**config.mk**
```make
export PLATFORM = sky130hd
export DESIGN_NAME = gregorian_date_offset_core
export DESIGN_NICKNAME = d
export VERILOG_FILES = /design/src/rtl/gdo_pkg.sv /design/src/rtl/gdo_walker.sv /design/src/rtl/gregorian_date_offset_core.sv
export SDC_FILE = /design/constraint.sdc
export NUM_CORES = 1
export LEC_CHECK = 0
export BUFFER_PORTS_ARGS = -buffer_cell sky130_fd_sc_hd__buf_2
export CAP_MARGIN = 20
export CORE_MARGIN = 3
export CORE_UTILIZATION = 50
export CTS_CLUSTER_DIAMETER = 50
export DETAILED_ROUTE_END_ITERATION = 16
export PLACE_DENSITY = 0.7
export SLEW_MARGIN = 20
export SYNTH_ARGS = -nofsm -noshare
export SYNTH_HDL_FRONTEND = slang
export SYNTH_SLANG_ARGS = --single-unit
```
**constraint.sdc**
```tcl
create_clock -name clk_i -period 20.6 [get_ports clk_i]
set_input_delay 0 -clock clk_i [delete_from_list [all_inputs] [get_ports clk_i]]
set_output_delay 0 -clock clk_i [all_outputs]
set_load 0.01 [all_outputs]
```
**src/rtl/gdo_pkg.sv**
```systemverilog
package gdo_pkg;

  // calendar constants
  localparam int unsigned YEAR_SPAN   = 10000;
  localparam int unsigned CYCLE_YEARS = 400;
  localparam int unsigned CYCLE_DAYS  = 146097;
  localparam int unsigned MONTHS      = 12;

  // field widths fixed by the interface
  localparam int unsigned YEAR_W   = 14;
  localparam int unsigned CMONTH_W = 7;
  localparam int unsigned CDAY_W   = 7;
  localparam int unsigned TMONTH_W = 4;
  localparam int unsigned TDAY_W   = 5;
  localparam int unsigned Y400_W   = 9;

  typedef enum logic [1:0] {
    OP_LOAD_DATE   = 2'd0,
    OP_NEXT_DAY    = 2'd1,
    OP_PREV_DAY    = 2'd2,
    OP_LOAD_OFFSET = 2'd3
  } op_e;

  // date as the walker sees it, y400 is year modulo 400
  typedef struct packed {
    logic [YEAR_W-1:0]   year;
    logic [Y400_W-1:0]   y400;
    logic [TMONTH_W-1:0] month;
    logic [TDAY_W-1:0]   day;
  } date_t;

  function automatic logic is_leap(logic [Y400_W-1:0] y400);
    return (y400 == 9'd0) ||
           ((y400 != 9'd100) && (y400 != 9'd200) && (y400 != 9'd300) &&
            (y400[1:0] == 2'b00));
  endfunction

  function automatic logic [TDAY_W-1:0] month_len(logic [CMONTH_W-1:0] m, logic leap);
    logic [TDAY_W-1:0] len;
    case (m) inside
      7'd1, 7'd3, 7'd5, 7'd7, 7'd8, 7'd10, 7'd12: len = 5'd31;
      7'd4, 7'd6, 7'd9, 7'd11:                    len = 5'd30;
      7'd2:                                       len = leap ? 5'd29 : 5'd28;
      default:                                    len = 5'd0;
    endcase
    return len;
  endfunction

  function automatic logic date_ok(logic [Y400_W-1:0] y400, logic [CMONTH_W-1:0] m,
                                   logic [CDAY_W-1:0] d);
    logic [TDAY_W-1:0] len;
    len = month_len(m, is_leap(y400));
    return (m >= 7'd1) && (m <= 7'(MONTHS)) && (d >= 7'd1) && ({2'b00, len} >= d);
  endfunction

  function automatic logic [YEAR_W-1:0] year_mod_span(logic [YEAR_W-1:0] y);
    return (y >= 14'(YEAR_SPAN)) ? y - 14'(YEAR_SPAN) : y;
  endfunction

  // restoring reduction by 400, six compare-subtract steps
  function automatic logic [Y400_W-1:0] year_mod_cycle(logic [YEAR_W-1:0] y);
    logic [YEAR_W-1:0] r;
    r = y;
    for (int i = 5; i >= 0; i--) begin
      if (r >= 14'(CYCLE_YEARS << i)) begin
        r = r - 14'(CYCLE_YEARS << i);
      end
    end
    return r[Y400_W-1:0];
  endfunction

endpackage

```
**src/rtl/gdo_walker.sv**
```systemverilog
module gdo_walker
  import gdo_pkg::*;
#(
  parameter int unsigned OFFSET_BITS = 21
) (
  input  logic                   clk_i,
  input  logic                   rst_ni,
  input  logic                   start_i,
  input  date_t                  date_i,
  input  logic [OFFSET_BITS-1:0] offset_i,
  output logic                   done_o,
  output date_t                  date_o
);

  // day accumulator wide enough for day plus offset and for one cycle of days
  localparam int unsigned DW = (OFFSET_BITS + 1 > 19) ? OFFSET_BITS + 1 : 19;
  localparam logic signed [DW-1:0] CycPos = DW'(CYCLE_DAYS);
  localparam logic signed [DW-1:0] CycNeg = DW'(1 - int'(CYCLE_DAYS));
  localparam logic signed [DW-1:0] One    = DW'(1);

  typedef enum logic [4:0] {
    A_CYC_UP   = 5'b00001,
    A_CYC_DOWN = 5'b00010,
    A_MON_UP   = 5'b00100,
    A_MON_DOWN = 5'b01000,
    A_DONE     = 5'b10000
  } act_e;

  logic                    run_q, run_d;
  logic signed [DW-1:0]    dd_q, dd_d;
  logic [YEAR_W-1:0]       y_q, y_d;
  logic [Y400_W-1:0]       y400_q, y400_d;
  logic [TMONTH_W-1:0]     m_q, m_d;

  logic [TDAY_W-1:0]       cur_len, prev_len;
  logic signed [DW-1:0]    cur_len_s, prev_len_s, addend;
  logic [TMONTH_W-1:0]     nm, pm;
  logic [YEAR_W-1:0]       ny, py, ucy, dcy;
  logic [Y400_W-1:0]       ny400, py400;
  logic                    wrap_up, wrap_dn;
  act_e                    act;

  always_comb begin
    wrap_up = (m_q == 4'(MONTHS));
    wrap_dn = (m_q == 4'd1);
    nm      = wrap_up ? 4'd1 : m_q + 4'd1;
    pm      = wrap_dn ? 4'(MONTHS) : m_q - 4'd1;
    ny      = wrap_up ? ((y_q == 14'(YEAR_SPAN - 1)) ? 14'd0 : y_q + 14'd1) : y_q;
    py      = wrap_dn ? ((y_q == 14'd0) ? 14'(YEAR_SPAN - 1) : y_q - 14'd1) : y_q;
    ny400   = wrap_up ? ((y400_q == 9'(CYCLE_YEARS - 1)) ? 9'd0 : y400_q + 9'd1) : y400_q;
    py400   = wrap_dn ? ((y400_q == 9'd0) ? 9'(CYCLE_YEARS - 1) : y400_q - 9'd1) : y400_q;
    ucy     = (y_q >= 14'(YEAR_SPAN - CYCLE_YEARS)) ? y_q - 14'(YEAR_SPAN - CYCLE_YEARS)
                                                    : y_q + 14'(CYCLE_YEARS);
    dcy     = (y_q < 14'(CYCLE_YEARS)) ? y_q + 14'(YEAR_SPAN - CYCLE_YEARS)
                                       : y_q - 14'(CYCLE_YEARS);

    cur_len    = month_len({3'b000, m_q}, is_leap(y400_q));
    prev_len   = month_len({3'b000, pm}, is_leap(py400));
    cur_len_s  = $signed({{(DW-TDAY_W){1'b0}}, cur_len});
    prev_len_s = $signed({{(DW-TDAY_W){1'b0}}, prev_len});

    if (dd_q > CycPos) begin
      act = A_CYC_UP;
    end else if (dd_q < CycNeg) begin
      act = A_CYC_DOWN;
    end else if (dd_q > cur_len_s) begin
      act = A_MON_UP;
    end else if (dd_q < One) begin
      act = A_MON_DOWN;
    end else begin
      act = A_DONE;
    end

    // the one shared adder on the day accumulator
    case (act)
      A_CYC_UP:   addend = -CycPos;
      A_CYC_DOWN: addend = CycPos;
      A_MON_UP:   addend = -cur_len_s;
      A_MON_DOWN: addend = prev_len_s;
      default:    addend = '0;
    endcase

    run_d  = run_q;
    dd_d   = dd_q;
    y_d    = y_q;
    y400_d = y400_q;
    m_d    = m_q;
    done_o = 1'b0;

    if (start_i) begin
      run_d  = 1'b1;
      dd_d   = $signed({{(DW-TDAY_W){1'b0}}, date_i.day}) +
               $signed({{(DW-OFFSET_BITS){offset_i[OFFSET_BITS-1]}}, offset_i});
      y_d    = date_i.year;
      y400_d = date_i.y400;
      m_d    = date_i.month;
    end else if (run_q) begin
      dd_d = dd_q + addend;
      case (act)
        A_CYC_UP: begin
          y_d = ucy;
        end
        A_CYC_DOWN: begin
          y_d = dcy;
        end
        A_MON_UP: begin
          m_d    = nm;
          y_d    = ny;
          y400_d = ny400;
        end
        A_MON_DOWN: begin
          m_d    = pm;
          y_d    = py;
          y400_d = py400;
        end
        default: begin
          run_d  = 1'b0;
          done_o = 1'b1;
        end
      endcase
    end
  end

  always_ff @(posedge clk_i or negedge rst_ni) begin
    if (!rst_ni) begin
      run_q <= 1'b0;
    end else begin
      run_q <= run_d;
    end
  end

  always_ff @(posedge clk_i) begin
    dd_q   <= dd_d;
    y_q    <= y_d;
    y400_q <= y400_d;
    m_q    <= m_d;
  end

  assign date_o.year  = y_q;
  assign date_o.y400  = y400_q;
  assign date_o.month = m_q;
  assign date_o.day   = dd_q[TDAY_W-1:0];

endmodule

```
**src/rtl/gregorian_date_offset_core.sv**
```systemverilog
// Gregorian date keeper with a signed day offset. Each input transaction
// (operation on s_axis_tuser_i) loads a date, steps the date one day forward
// or back, or loads the offset; every input transaction yields exactly one
// output transaction holding the current date, its validity, whether the
// offset is nonzero, and the current date plus the offset. Years run modulo
// 10000 with the 400/100/4 leap rule; steps on an invalid date are ignored and
// an invalid date gives a target of all zeros. One walker unit does all the
// date arithmetic with a single adder on a day accumulator: each cycle it
// removes a whole 400-year cycle (146097 days) or one month. The time from
// acceptance to output grows with the number of 400-year cycles and of month
// boundaries crossed by the offset walk (the month boundaries stay below
// about 4800); a day step on a valid date runs a walk of its own first.
// Input is not taken while a transaction is in the walker; a finished result
// waits in the output register, so the next input can be accepted while it
// waits.
module gregorian_date_offset_core
  import gdo_pkg::*;
#(
  parameter int unsigned OFFSET_BITS = 21,
  localparam int unsigned SDataW = ((28 + OFFSET_BITS + 7) / 8) * 8
) (
  input  logic              clk_i,
  input  logic              rst_ni,
  // input stream
  input  logic              s_axis_tvalid_i,
  output logic              s_axis_tready_o,
  // new_year[13:0], new_month[20:14], new_day[27:21], new_offset[27+OFFSET_BITS:28]
  input  logic [SDataW-1:0] s_axis_tdata_i,
  // operation[1:0]
  input  logic [1:0]        s_axis_tuser_i,
  // output stream
  output logic              m_axis_tvalid_o,
  input  logic              m_axis_tready_i,
  // cur_year[13:0], cur_month[20:14], cur_day[27:21], target_year[41:28],
  // target_month[45:42], target_day[50:46]
  output logic [55:0]       m_axis_tdata_o,
  // date_valid[0], has_offset[1]
  output logic [1:0]        m_axis_tuser_o
);

  typedef enum logic [5:0] {
    S_IDLE     = 6'b000001,
    S_STEP_GO  = 6'b000010,
    S_STEP_RUN = 6'b000100,
    S_TGT_GO   = 6'b001000,
    S_TGT_RUN  = 6'b010000,
    S_FIN      = 6'b100000
  } state_e;

  state_e state_q, state_d;

  // current date and offset
  logic [YEAR_W-1:0]      year_q, year_d;
  logic [Y400_W-1:0]      y400_q, y400_d;
  logic [CMONTH_W-1:0]    month_q, month_d;
  logic [CDAY_W-1:0]      day_q, day_d;
  logic [OFFSET_BITS-1:0] offset_q, offset_d;
  logic                   prev_q, prev_d;   // step direction, 1 for previous day

  // output register
  logic                   m_valid_q, m_valid_d;
  logic                   o_valid_q, o_hasoff_q;
  logic [YEAR_W-1:0]      o_cy_q, o_ty_q;
  logic [CMONTH_W-1:0]    o_cm_q;
  logic [CDAY_W-1:0]      o_cd_q;
  logic [TMONTH_W-1:0]    o_tm_q;
  logic [TDAY_W-1:0]      o_td_q;
  logic                   out_load;

  // input unpacking
  op_e                    in_op;
  logic [YEAR_W-1:0]      in_year, in_year_m;
  logic [CMONTH_W-1:0]    in_month;
  logic [CDAY_W-1:0]      in_day;
  logic [OFFSET_BITS-1:0] in_offset;
  logic                   in_fire;

  // walker
  logic                   walk_start, walk_done;
  date_t                  walk_from, walk_res;
  logic [OFFSET_BITS-1:0] walk_off;
  logic                   cur_ok;

  assign in_op     = op_e'(s_axis_tuser_i);
  assign in_year   = s_axis_tdata_i[13:0];
  assign in_month  = s_axis_tdata_i[20:14];
  assign in_day    = s_axis_tdata_i[27:21];
  assign in_offset = s_axis_tdata_i[28 +: OFFSET_BITS];
  assign in_year_m = year_mod_span(in_year);

  assign s_axis_tready_o = (state_q == S_IDLE);
  assign in_fire         = s_axis_tvalid_i && s_axis_tready_o;

  // validity of the stored date
  assign cur_ok = date_ok(y400_q, month_q, day_q);

  // the walker always starts from the stored date; a valid date keeps
  // month and day within the narrow walker fields
  assign walk_from.year  = year_q;
  assign walk_from.y400  = y400_q;
  assign walk_from.month = month_q[TMONTH_W-1:0];
  assign walk_from.day   = day_q[TDAY_W-1:0];

  // day step walks by plus or minus one, the target walk by the stored offset
  assign walk_off = (state_q == S_STEP_GO) ? (prev_q ? {OFFSET_BITS{1'b1}}
                                                     : OFFSET_BITS'(1))
                                           : offset_q;

  gdo_walker #(
    .OFFSET_BITS(OFFSET_BITS)
  ) u_walker (
    .clk_i   (clk_i),
    .rst_ni  (rst_ni),
    .start_i (walk_start),
    .date_i  (walk_from),
    .offset_i(walk_off),
    .done_o  (walk_done),
    .date_o  (walk_res)
  );

  // sequencer
  always_comb begin
    state_d    = state_q;
    year_d     = year_q;
    y400_d     = y400_q;
    month_d    = month_q;
    day_d      = day_q;
    offset_d   = offset_q;
    prev_d     = prev_q;
    walk_start = 1'b0;
    out_load   = 1'b0;

    case (state_q)
      S_IDLE: begin
        if (in_fire) begin
          case (in_op)
            OP_LOAD_DATE: begin
              year_d  = in_year_m;
              y400_d  = year_mod_cycle(in_year);
              month_d = in_month;
              day_d   = in_day;
              state_d = S_TGT_GO;
            end
            OP_NEXT_DAY, OP_PREV_DAY: begin
              prev_d  = (in_op == OP_PREV_DAY);
              state_d = S_STEP_GO;
            end
            default: begin
              offset_d = in_offset;
              state_d  = S_TGT_GO;
            end
          endcase
        end
      end
      S_STEP_GO: begin
        // a step on an invalid date leaves it alone
        if (cur_ok) begin
          walk_start = 1'b1;
          state_d    = S_STEP_RUN;
        end else begin
          state_d = S_TGT_GO;
        end
      end
      S_STEP_RUN: begin
        if (walk_done) begin
          year_d  = walk_res.year;
          y400_d  = walk_res.y400;
          month_d = {3'b000, walk_res.month};
          day_d   = {2'b00, walk_res.day};
          state_d = S_TGT_GO;
        end
      end
      S_TGT_GO: begin
        if (cur_ok) begin
          walk_start = 1'b1;
          state_d    = S_TGT_RUN;
        end else begin
          state_d = S_FIN;
        end
      end
      S_TGT_RUN: begin
        if (walk_done) begin
          state_d = S_FIN;
        end
      end
      S_FIN: begin
        // wait for the output register to free up
        if (!m_valid_q || m_axis_tready_i) begin
          out_load = 1'b1;
          state_d  = S_IDLE;
        end
      end
      default: begin
        state_d = S_IDLE;
      end
    endcase
  end

  always_comb begin
    m_valid_d = m_valid_q;
    if (out_load) begin
      m_valid_d = 1'b1;
    end else if (m_axis_tready_i) begin
      m_valid_d = 1'b0;
    end
  end

  always_ff @(posedge clk_i or negedge rst_ni) begin
    if (!rst_ni) begin
      state_q   <= S_IDLE;
      year_q    <= '0;
      y400_q    <= '0;
      month_q   <= 7'd1;
      day_q     <= 7'd1;
      offset_q  <= '0;
      prev_q    <= 1'b0;
      m_valid_q <= 1'b0;
    end else begin
      state_q   <= state_d;
      year_q    <= year_d;
      y400_q    <= y400_d;
      month_q   <= month_d;
      day_q     <= day_d;
      offset_q  <= offset_d;
      prev_q    <= prev_d;
      m_valid_q <= m_valid_d;
    end
  end

  // result payload, target forced to zero on an invalid date
  always_ff @(posedge clk_i) begin
    if (out_load) begin
      o_valid_q  <= cur_ok;
      o_hasoff_q <= (offset_q != '0);
      o_cy_q     <= year_q;
      o_cm_q     <= month_q;
      o_cd_q     <= day_q;
      o_ty_q     <= cur_ok ? walk_res.year  : '0;
      o_tm_q     <= cur_ok ? walk_res.month : '0;
      o_td_q     <= cur_ok ? walk_res.day   : '0;
    end
  end

  assign m_axis_tvalid_o = m_valid_q;
  assign m_axis_tdata_o  = {5'b00000, o_td_q, o_tm_q, o_ty_q, o_cd_q, o_cm_q, o_cy_q};
  assign m_axis_tuser_o  = {o_hasoff_q, o_valid_q};

  // the walker only finishes while the sequencer waits on it
  a_done_in_run: assert property (@(posedge clk_i) disable iff (!rst_ni)
    walk_done |-> (state_q == S_STEP_RUN) || (state_q == S_TGT_RUN))
    else $error("walker finished outside a run state");

  // an accepted transaction always starts a step or a target walk
  a_accept_next: assert property (@(posedge clk_i) disable iff (!rst_ni)
    in_fire |=> (state_q == S_STEP_GO) || (state_q == S_TGT_GO))
    else $error("accepted transaction did not start processing");

  // invalid date gives an all-zero target
  a_invalid_zero: assert property (@(posedge clk_i) disable iff (!rst_ni)
    (m_valid_q && !o_valid_q) |-> (o_ty_q == '0) && (o_tm_q == '0) && (o_td_q == '0))
    else $error("nonzero target on an invalid date");

  // valid date gives a real target month and day
  a_target_range: assert property (@(posedge clk_i) disable iff (!rst_ni)
    (m_valid_q && o_valid_q) |->
      (o_tm_q >= 4'd1) && (o_tm_q <= 4'(MONTHS)) && (o_td_q >= 5'd1))
    else $error("target month or day out of range");

endmodule
```
==> results of run 1 <==
## cell usage after synthesis, types with 5 or more instances
| cell type | count |
|---|---|
| sky130_fd_sc_hd__o221ai_1 | 10 |
| sky130_fd_sc_hd__nand4_1 | 16 |
| sky130_fd_sc_hd__o21a_1 | 8 |
| sky130_fd_sc_hd__o21ai_0 | 92 |
| sky130_fd_sc_hd__inv_1 | 58 |
| sky130_fd_sc_hd__nor3_1 | 31 |
| sky130_fd_sc_hd__edfxtp_1 | 102 |
| sky130_fd_sc_hd__nand3_1 | 50 |
| sky130_fd_sc_hd__nor2b_1 | 5 |
| sky130_fd_sc_hd__a211oi_1 | 7 |
| sky130_fd_sc_hd__nand3b_1 | 7 |
| sky130_fd_sc_hd__ha_1 | 68 |
| sky130_fd_sc_hd__xnor2_1 | 48 |
| sky130_fd_sc_hd__and3_1 | 20 |
| sky130_fd_sc_hd__o22ai_1 | 11 |
| sky130_fd_sc_hd__buf_4 | 7 |
| sky130_fd_sc_hd__mux2_2 | 21 |
| sky130_fd_sc_hd__a221oi_1 | 6 |
| sky130_fd_sc_hd__mux2i_1 | 5 |
| sky130_fd_sc_hd__nor2_1 | 134 |
| sky130_fd_sc_hd__xor2_1 | 24 |
| sky130_fd_sc_hd__or3_1 | 12 |
| sky130_fd_sc_hd__a21oi_1 | 143 |
| sky130_fd_sc_hd__nor4_1 | 20 |
| sky130_fd_sc_hd__nand2_1 | 172 |
| sky130_fd_sc_hd__dfrtp_1 | 64 |
| sky130_fd_sc_hd__a21o_1 | 12 |
| sky130_fd_sc_hd__clkbuf_1 | 66 |
| sky130_fd_sc_hd__and2_1 | 40 |
| sky130_fd_sc_hd__o21bai_1 | 9 |
| sky130_fd_sc_hd__a221o_1 | 5 |
| sky130_fd_sc_hd__a31oi_1 | 27 |
| sky130_fd_sc_hd__o211ai_1 | 12 |
| sky130_fd_sc_hd__nand2b_1 | 14 |
| sky130_fd_sc_hd__o31ai_1 | 8 |
| sky130_fd_sc_hd__buf_1 | 5 |
| sky130_fd_sc_hd__buf_2 | 7 |
## where the power goes
part           internal, mW  total (mW)  switching [mW]  leakage, nW
Combinational         0.273       0.638           0.366         3.79
Sequential            0.479       0.585           0.106         1.75
Clock                 0.164       0.327           0.163        0.294
Total                 0.916        1.55           0.635         5.84
## path summary, 6_finish.rpt
path | end | slack (ns) | startpoint | cells after the start
setup / recovery | u_walker.dd_q[21] | 12.24 | u_walker.m_q[0] | 33
hold / removal | y400_q[2] | 0.02 | s_axis_tdata_i[2] | 4
setup reg to reg | u_walker.dd_q[21] | 12.24 | u_walker.m_q[0] | 33
hold reg to reg | o_cy_q[0] | 0.48 | year_q[0] | 0
max in group asynchronous | year_q[2] | 19.64 | rst_ni | 3
min in group asynchronous | year_q[4] | 0.34 | rst_ni | 3
## registers in the layout, indices dropped and copies added, names as in the netlist, 6 cells and up
| register | count |
|---|---|
| u_walker.dd_q | 22 |
| offset_q | 21 |
| o_cy_q | 14 |
| o_ty_q | 14 |
| u_walker.y_q | 14 |
| year_q | 14 |
| u_walker.y400_q | 9 |
| y400_q | 9 |
| day_q | 7 |
| month_q | 7 |
| o_cd_q | 7 |
| o_cm_q | 7 |
| state_q | 6 |
## kinds of logic (layout without fill, tap and decap cells)
group | count (synthesis) | after routing | share of synthesized area [%]
compound gates | 430 | 430 | 22.3
xor+xnor | 72 | 72 | 5.00
fa+ha+maj | 70 | 70 | 7.06
buf+inv | 146 | 256 | 4.62
flops | 169 | 169 | 37.6
mux | 27 | 27 | 2.36
other cells | 1 | 5 | 0.0297
simple gates | 551 | 551 | 21.1
## cell type report
type / instances / area, µm²
Fill cell: 2186 / 10200
Inverter: 61 / 229
Clock buffer: 17 / 425
Timing Repair Buffer: 163 / 1050
Tap cell: 324 / 405
Sequential cell: 169 / 4740
Clock inverter: 15 / 175
Multi-Input combinational cell: 1155 / 7340
## layout by cell type, fill, tap and decap left out, drive strengths merged, types with 17 or more instances in the layout
cell / instances
dfrtp: 64
nor4: 21
mux2: 22
o21ai: 97
edfxtp: 102
nor3: 32
inv: 68
xor2: 24
nand3: 50
clkbuf: 17
a31oi: 27
and2: 41
a21oi: 144
nand2: 172
buf: 123
nor2: 135
ha: 68
and3: 20
xnor2: 48
dlygate4sd3: 40
## metal layers
metal	global-route usage (%)	routed length (µm)
met1	38.2	16000
met3	3.71	2450
met2	40.0	16000
met5	0	0
met4	6.18	476
## repair_timing
item | CTS | global route
hold buffers | 40 | 0
setup buffers | 0 | 0
hold endpoints to repair | 103 | 0
resized for setup | 0 | 0
## worst max-delay path: cells and delay by family (launching register included)
family	cells	cell delay, ns
xor gates and xnor gates	1	0.18
adders and majority gates	3	1.01
and+or+nand+nor	6	0.68
AOI/OAI and AO/OA	20	5.04
DFF	1	0.51
buffers and inverters	3	0.66
==> load_flow_metrics.sql, run 1 <==
INSERT INTO impl_metrics (metric_group, metric, value, unit) VALUES
('yosys', 'post_synth.cell_area_avg', '8.61', 'µm²'),
('clock_network', 'clock_tree.htree_level_count', '4', ''),
('sta', 'grt_setup_unrepaired', 'false', ''),
('worst_setup_path', 'cp_common_cell', 'sky130_fd_sc_hd__o21bai_1', ''),
('power', 'peakVddDrop', '0.0000609', 'V'),
('cells_and_area', 'finish.net_count', '1699', ''),
('clock_network', 'cts-buffers-inserted', '17', ''),
('sta', 'report.final.setup_viol', '0', ''),
('min_path', 'min_path_type', 'input pin to flop', ''),
('floorplan', 'initial_utilization', '51.4', '%'),
('yosys', 'synth_largest_area_cell', 'sky130_fd_sc_hd__edfxtp_1', ''),
('yosys', 'ys_seq_elements', '169', ''),
('yosys', 'post-synth-top-area-fraction', '24.3', '%'),
('clock_network', 'cts.path.max_buffers', '2', ''),
('sta', 'slew-limit-headroom', '30.1', '%'),
('global_route', 'grtUsageTotal', '25.8', '%'),
('cells_and_area', 'synthToLayoutAreaGrowth', '13.9', '%'),
('drt', 'via_count', '11600', ''),
('drt', 'detail_route.wl_per_cell', '18.3', 'µm'),
('global_route', 'grt_pass1_wl', '55900', 'µm'),
('power', 'pwr_density_cell', '108', 'nW/µm²'),
('floorplan', 'fp.dieArea', '27200', 'µm²'),
('placed_design', 'placement.cell_area', '13400', 'µm²'),
('clock_network', 'root_buffer', 'sky130_fd_sc_hd__clkbuf_16', ''),
('yosys', 'number_of_enable_type_register_cells_in_the_synthesized_netlist', '102', ''),
('yosys', 'synth_top_flop_cell', 'sky130_fd_sc_hd__edfxtp_1', ''),
('yosys', 'asyncSetResetFlopFracSynth', '39.6', '%'),
('yosys', 'syn-instance-count', '1466', ''),
('clock_network', 'clk_latency', '0.44', 'ns'),
('worst_setup_path', 'worst_ep_required_time', '20.77', 'ns'),
('drt', 'detail_route.first_pass.iterations', '5', ''),
('global_route', 'grt_start_max_net_pins', '68', ''),
('sta', 'timing_max_transition_violations_final', '0', ''),
('global_route', 'grt_pass1_vias', '10600', ''),
('power', 'p_leak', '5.84', 'nW'),
('clock_network', 'cts_tree', 'built', ''),
('sta', 'fmaxAchievable', '120', 'MHz'),
('status', 'status', 'finished, final reports clean', ''),
('cells_and_area', 'instances_no_fill', '1904', ''),
('sta', 'timing.clock.skew', '0.0128', 'ns'),
('worst_setup_path', 'crit_slowest_cell', 'sky130_fd_sc_hd__a21boi_0', ''),
('floorplan', 'die_w', '165', 'µm'),
('sta', 'setup_ws', '12.24', 'ns'),
('run', 'max_cap_viol_count', '0', ''),
('yosys', 'synth_top_cells_by_area', 'sky130_fd_sc_hd__edfxtp_1 24%, sky130_fd_sc_hd__dfrtp_1 13%, sky130_fd_sc_hd__ha_1 6.7%', ''),
('cells_and_area', 'insertedDiodeCount', '0', ''),
('clock_network', 'clkTransAtPathRegs', '0.08', 'ns'),
('worst_setup_path', 'critical_path_max_stage_delay', '0.89', 'ns'),
('drt', 'post_drt_via_cell_ratio', '6.09', ''),
('sta', 'fin_crit_period', '8.37', 'ns'),
('worst_setup_path', 'cp_data_arrival_time', '8.54', 'ns'),
('cells_and_area', 'final_core_util', '58.6', '%'),
('floorplan', 'core-area', '24500', 'µm²'),
('yosys', 'synth_unique_cells', '96', ''),
('power', 'finalPower', '1.55', 'mW'),
('yosys', 'yosys_warnings', '0', ''),
('floorplan', 'rows', '57', ''),
('worst_setup_path', 'end_kind', 'flop', ''),
('drt', 'totalWireLength', '34900', 'µm'),
('placed_design', 'dpl_worst_slack', '12.46', 'ns'),
('placed_design', 'placement.io_buffers', '109', ''),
('clock_network', 'cts.sinks', '169', ''),
('placed_design', 'dp.final_hpwl', '24800', 'µm'),
('drt', 'initialDrtViolationCount', '973', ''),
('placed_design', 'cell_count_post_placement', '1832', ''),
('yosys', 'ys_seq_area_share', '37.6', '%'),
('sta', 'worstMarginPinSlew', '1.04', 'ns'),
('sta', 'finalHoldViolations', '0', ''),
('drt', 'drt.antenna.violating_nets', '0', ''),
('global_route', 'gr_overflow_total', '0', ''),
('cells_and_area', 'postLayoutCellArea', '14400', 'µm²');
Power figures use the tool's default switching activity.
==> run 2: changes to the inputs <==
==> constraint.sdc (replaced) <==
create_clock -name clk_i -period 8.2 [get_ports clk_i]
set_input_delay 0 -clock clk_i [delete_from_list [all_inputs] [get_ports clk_i]]
set_output_delay 0 -clock clk_i [all_outputs]
set_load 0.01 [all_outputs]
==> run 2 against run 1 <==
  * Clock skew increased by 0.0029 ns
  * Final cell count unchanged
  * Routed wire length increased by 0.76%
  * Combinational power increased to 2.5 times the previous value
  * Worst setup slack got worse by 12 ns
  * Sequential power rose to 2.5 times the previous value
  * Non-clock buffer count stayed put
  * Clock power rose to 2.5 times the previous value
  * Critical endpoint unchanged
==> load_flow_metrics.sql, run 2 (same netlist as run 1, synthesis figures left out) <==
INSERT INTO impl_metrics (metric_group, metric, value, unit) VALUES
('floorplan', 'floorplan.die.height', '165', 'µm'),
('sta', 'slew-limit-headroom', '24.2', '%'),
('clock_network', 'cts_tree', 'built', ''),
('clock_network', 'root_buffer', 'sky130_fd_sc_hd__clkbuf_16', ''),
('cells_and_area', 'max_flop_register', 'u_walker.dd_q', ''),
('global_route', 'grt_pass1_vias', '10800', ''),
('power', 'p_leak', '5.85', 'nW'),
('sta', 'final_min_period_over_clock_period', '91.6', '%'),
('sta', 'timing.clock.skew', '0.0157', 'ns'),
('status', 'status', 'finished, final reports clean', ''),
('clock_network', 'cts.sinks', '169', ''),
('clock_network', 'clk_latency', '0.44', 'ns'),
('placed_design', 'finalWeightedCongestion', '0.931', ''),
('global_route', 'grt_start_max_net_pins', '68', ''),
('drt', 'detail_route.first_pass.iterations', '5', ''),
('worst_setup_path', 'crit_path_max_fanout', '10', ''),
('global_route', 'grt_pass1_wl', '56400', 'µm'),
('sta', 'worstMarginPinSlew', '1.13', 'ns'),
('power', 'power_switching', '1.61', 'mW'),
('cells_and_area', 'most_frequent_standard_cell_in_the_layout_excluding_fill_and_tap_cells', 'sky130_fd_sc_hd__nand2_1', ''),
('clock_network', 'count_of_buffers_added_by_post_cts_timing_repair_for_setup', '0', ''),
('worst_setup_path', 'criticalPathCategory', 'flop to flop', ''),
('cells_and_area', 'final_cell_mix', '171 x sky130_fd_sc_hd__nand2_1, 143 x sky130_fd_sc_hd__a21oi_1, 134 x sky130_fd_sc_hd__nor2_1', ''),
('cells_and_area', 'drive_above_1_share', '13.4', '%'),
('sta', 'report.final.setup_viol', '0', ''),
('sta', 'fin_crit_period', '7.51', 'ns'),
('cells_and_area', 'largest_register_ff_count', '22', ''),
('drt', 'totalWireLength', '35200', 'µm'),
('sta', 'holdWs', '0.0233', 'ns'),
('floorplan', 'io_pins', '122', ''),
('power', 'pwr_density_cell', '272', 'nW/µm²'),
('cells_and_area', 'final.fill_count', '2198', ''),
('clock_network', 'cts.path.max_buffers', '2', ''),
('drt', 'post_drt_via_cell_ratio', '6.16', ''),
('global_route', 'grtUsageTotal', '25.9', '%'),
('cells_and_area', 'reg_top3', 'u_walker.dd_q (22), offset_q (21)', ''),
('worst_setup_path', 'endpoint', 'u_walker.dd_q[21]', ''),
('sta', 'grt_setup_unrepaired', 'false', ''),
('floorplan', 'initial_utilization', '51.4', '%'),
('worst_setup_path', 'end_kind', 'flop', ''),
('cells_and_area', 'synthToLayoutAreaGrowth', '13.9', '%'),
('worst_setup_path', 'critical_path_max_stage_delay', '0.50', 'ns'),
('power', 'comb_pwr_share', '41.2', '%'),
('floorplan', 'rows', '57', ''),
('sta', 'setup-tns-final', '0', 'ns'),
('drt', 'drt.antenna.violating_nets', '0', ''),
('sta', 'fmaxAchievable', '133', 'MHz'),
('worst_setup_path', 'crit_slowest_cell', 'sky130_fd_sc_hd__edfxtp_1', ''),
('power', 'pwr-share-clk', '21.2', '%'),
('worst_setup_path', 'worst_ep_required_time', '8.38', 'ns'),
('clock_network', 'clock_tree.htree_level_count', '4', ''),
('cells_and_area', 'insertedDiodeCount', '0', ''),
('worst_setup_path', 'worst_r2r_startpoint', 'u_walker.m_q[0]', ''),
('power', 'power_frac_seq', '37.6', '%'),
('placed_design', 'dp.final_hpwl', '25200', 'µm'),
('worst_setup_path', 'rr_endpoint', 'u_walker.dd_q[21]', ''),
('power', 'finalPower', '3.91', 'mW'),
('drt', 'initialDrtViolationCount', '1003', ''),
('global_route', 'gr_overflow_total', '0', ''),
('worst_setup_path', 'r2r.worst_path.cells', '33', ''),
('power', 'switching_share', '41.1', '%'),
('power', 'peakVddDrop', '0.000174', 'V'),
('clock_network', 'cts-buffers-inserted', '17', ''),
('sta', 'timing_max_transition_violations_final', '0', ''),
('power', 'internal_power', '2.30', 'mW'),
('placed_design', 'placement.io_buffers', '109', ''),
('drt', 'detail_route.wl_per_cell', '18.5', 'µm'),
('floorplan', 'core-area', '24500', 'µm²'),
('cells_and_area', 'finish.net_count', '1699', ''),
('min_path', 'min_path_type', 'input pin to flop', ''),
('sta', 'finalHoldViolations', '0', ''),
('worst_setup_path', 'crit_path_start_kind', 'flop', ''),
('clock_network', 'clkTransAtPathRegs', '0.08', 'ns'),
('worst_setup_path', 'setup.reg_to_reg.worst_slack', '0.69', 'ns'),
('drt', 'route.detailed.drc', '0', ''),
('worst_setup_path', 'crit_start', 'u_walker.m_q[0]', ''),
('run', 'max_cap_viol_count', '0', ''),
('floorplan', 'die_w', '165', 'µm'),
('drt', 'via_count', '11700', ''),
('worst_setup_path', 'cp_data_arrival_time', '7.69', 'ns'),
('floorplan', 'fp.dieArea', '27200', 'µm²'),
('global_route', 'antenna_found_initial', '0', '');
-- run 2: critical path, delay by kind of cell (launching register included) --
kind	cells	cell delay, ns
fa+ha+maj	3	0.86
simple gates	5	0.71
xor+xnor	1	0.18
buf+inv	3	0.60
compound gates	21	4.36
flops	1	0.50
-- run 2: worst min-delay path by stage --
stage	start	slack, ns	end	depth (start not counted)
after global placement	s_axis_tdata_i[44]	0.21	offset_q[16]	3
after global routing	s_axis_tdata_i[3]	0.05	y400_q[3]	4
after detailed placement	s_axis_tvalid_i	0.22	state_q[0]	2
after CTS	s_axis_tdata_i[2]	0.02	y400_q[2]	4
final	s_axis_tdata_i[3]	0.02	y400_q[3]	4
after floorplan	rst_ni	-0.30	day_q[1]	0
-- run 2: per-stage QoR --
stage                     setup WS, ns  area (µm²)  cells  util (%)
after floorplan                  0.277       12600   1470         -
after global placement           0.993       13400   1833      54.5
after detailed placement         0.727       13400   1833      54.5
after CTS                        0.656       14400   1904      58.6
after global routing            0.0919       14400   1904      58.6
final                            0.690       14400   1904      58.6
-- run 2: power groups by stage --
stage          Clock, mW  Combinational [mW]  Sequential (mW)
6_report           0.828                1.61             1.47
5_1_grt            0.869                1.81             1.50
4_1_cts            0.831                1.60             1.46
3_5_place_dp           0                1.57             1.48
3_3_place_gp           0                1.53             1.47
2_1_floorplan          0                1.23             1.38
-- run 2: layer usage --
metal | vias to the layer above | routed length [µm] | global-route usage, %
met5 | - | 0 | 0
met4 | 0 | 665 | 6.67
met3 | 58 | 2470 | 3.59
met2 | 481 | 15700 | 39.9
met1 | 5602 | 16400 | 38.4
li1 | 5582 | - | -
-- run 2: repair_timing --
item | CTS | global route
setup endpoints to repair | 0 | 3
hold buffers | 39 | 0
hold endpoints to repair | 102 | 0
resized for setup | 0 | 1
-- run 2: cell type report --
class / count / area, µm² / area share, %
Multi-Input combinational cell: 1155 / 7350 / 51.1
Inverter: 61 / 229 / 1.59
Clock buffer: 17 / 425 / 2.96
Timing Repair Buffer: 163 / 1050 / 7.30
Clock inverter: 15 / 175 / 1.22
Sequential cell: 169 / 4740 / 33.0
Tap cell: 324 / 405 / 2.82
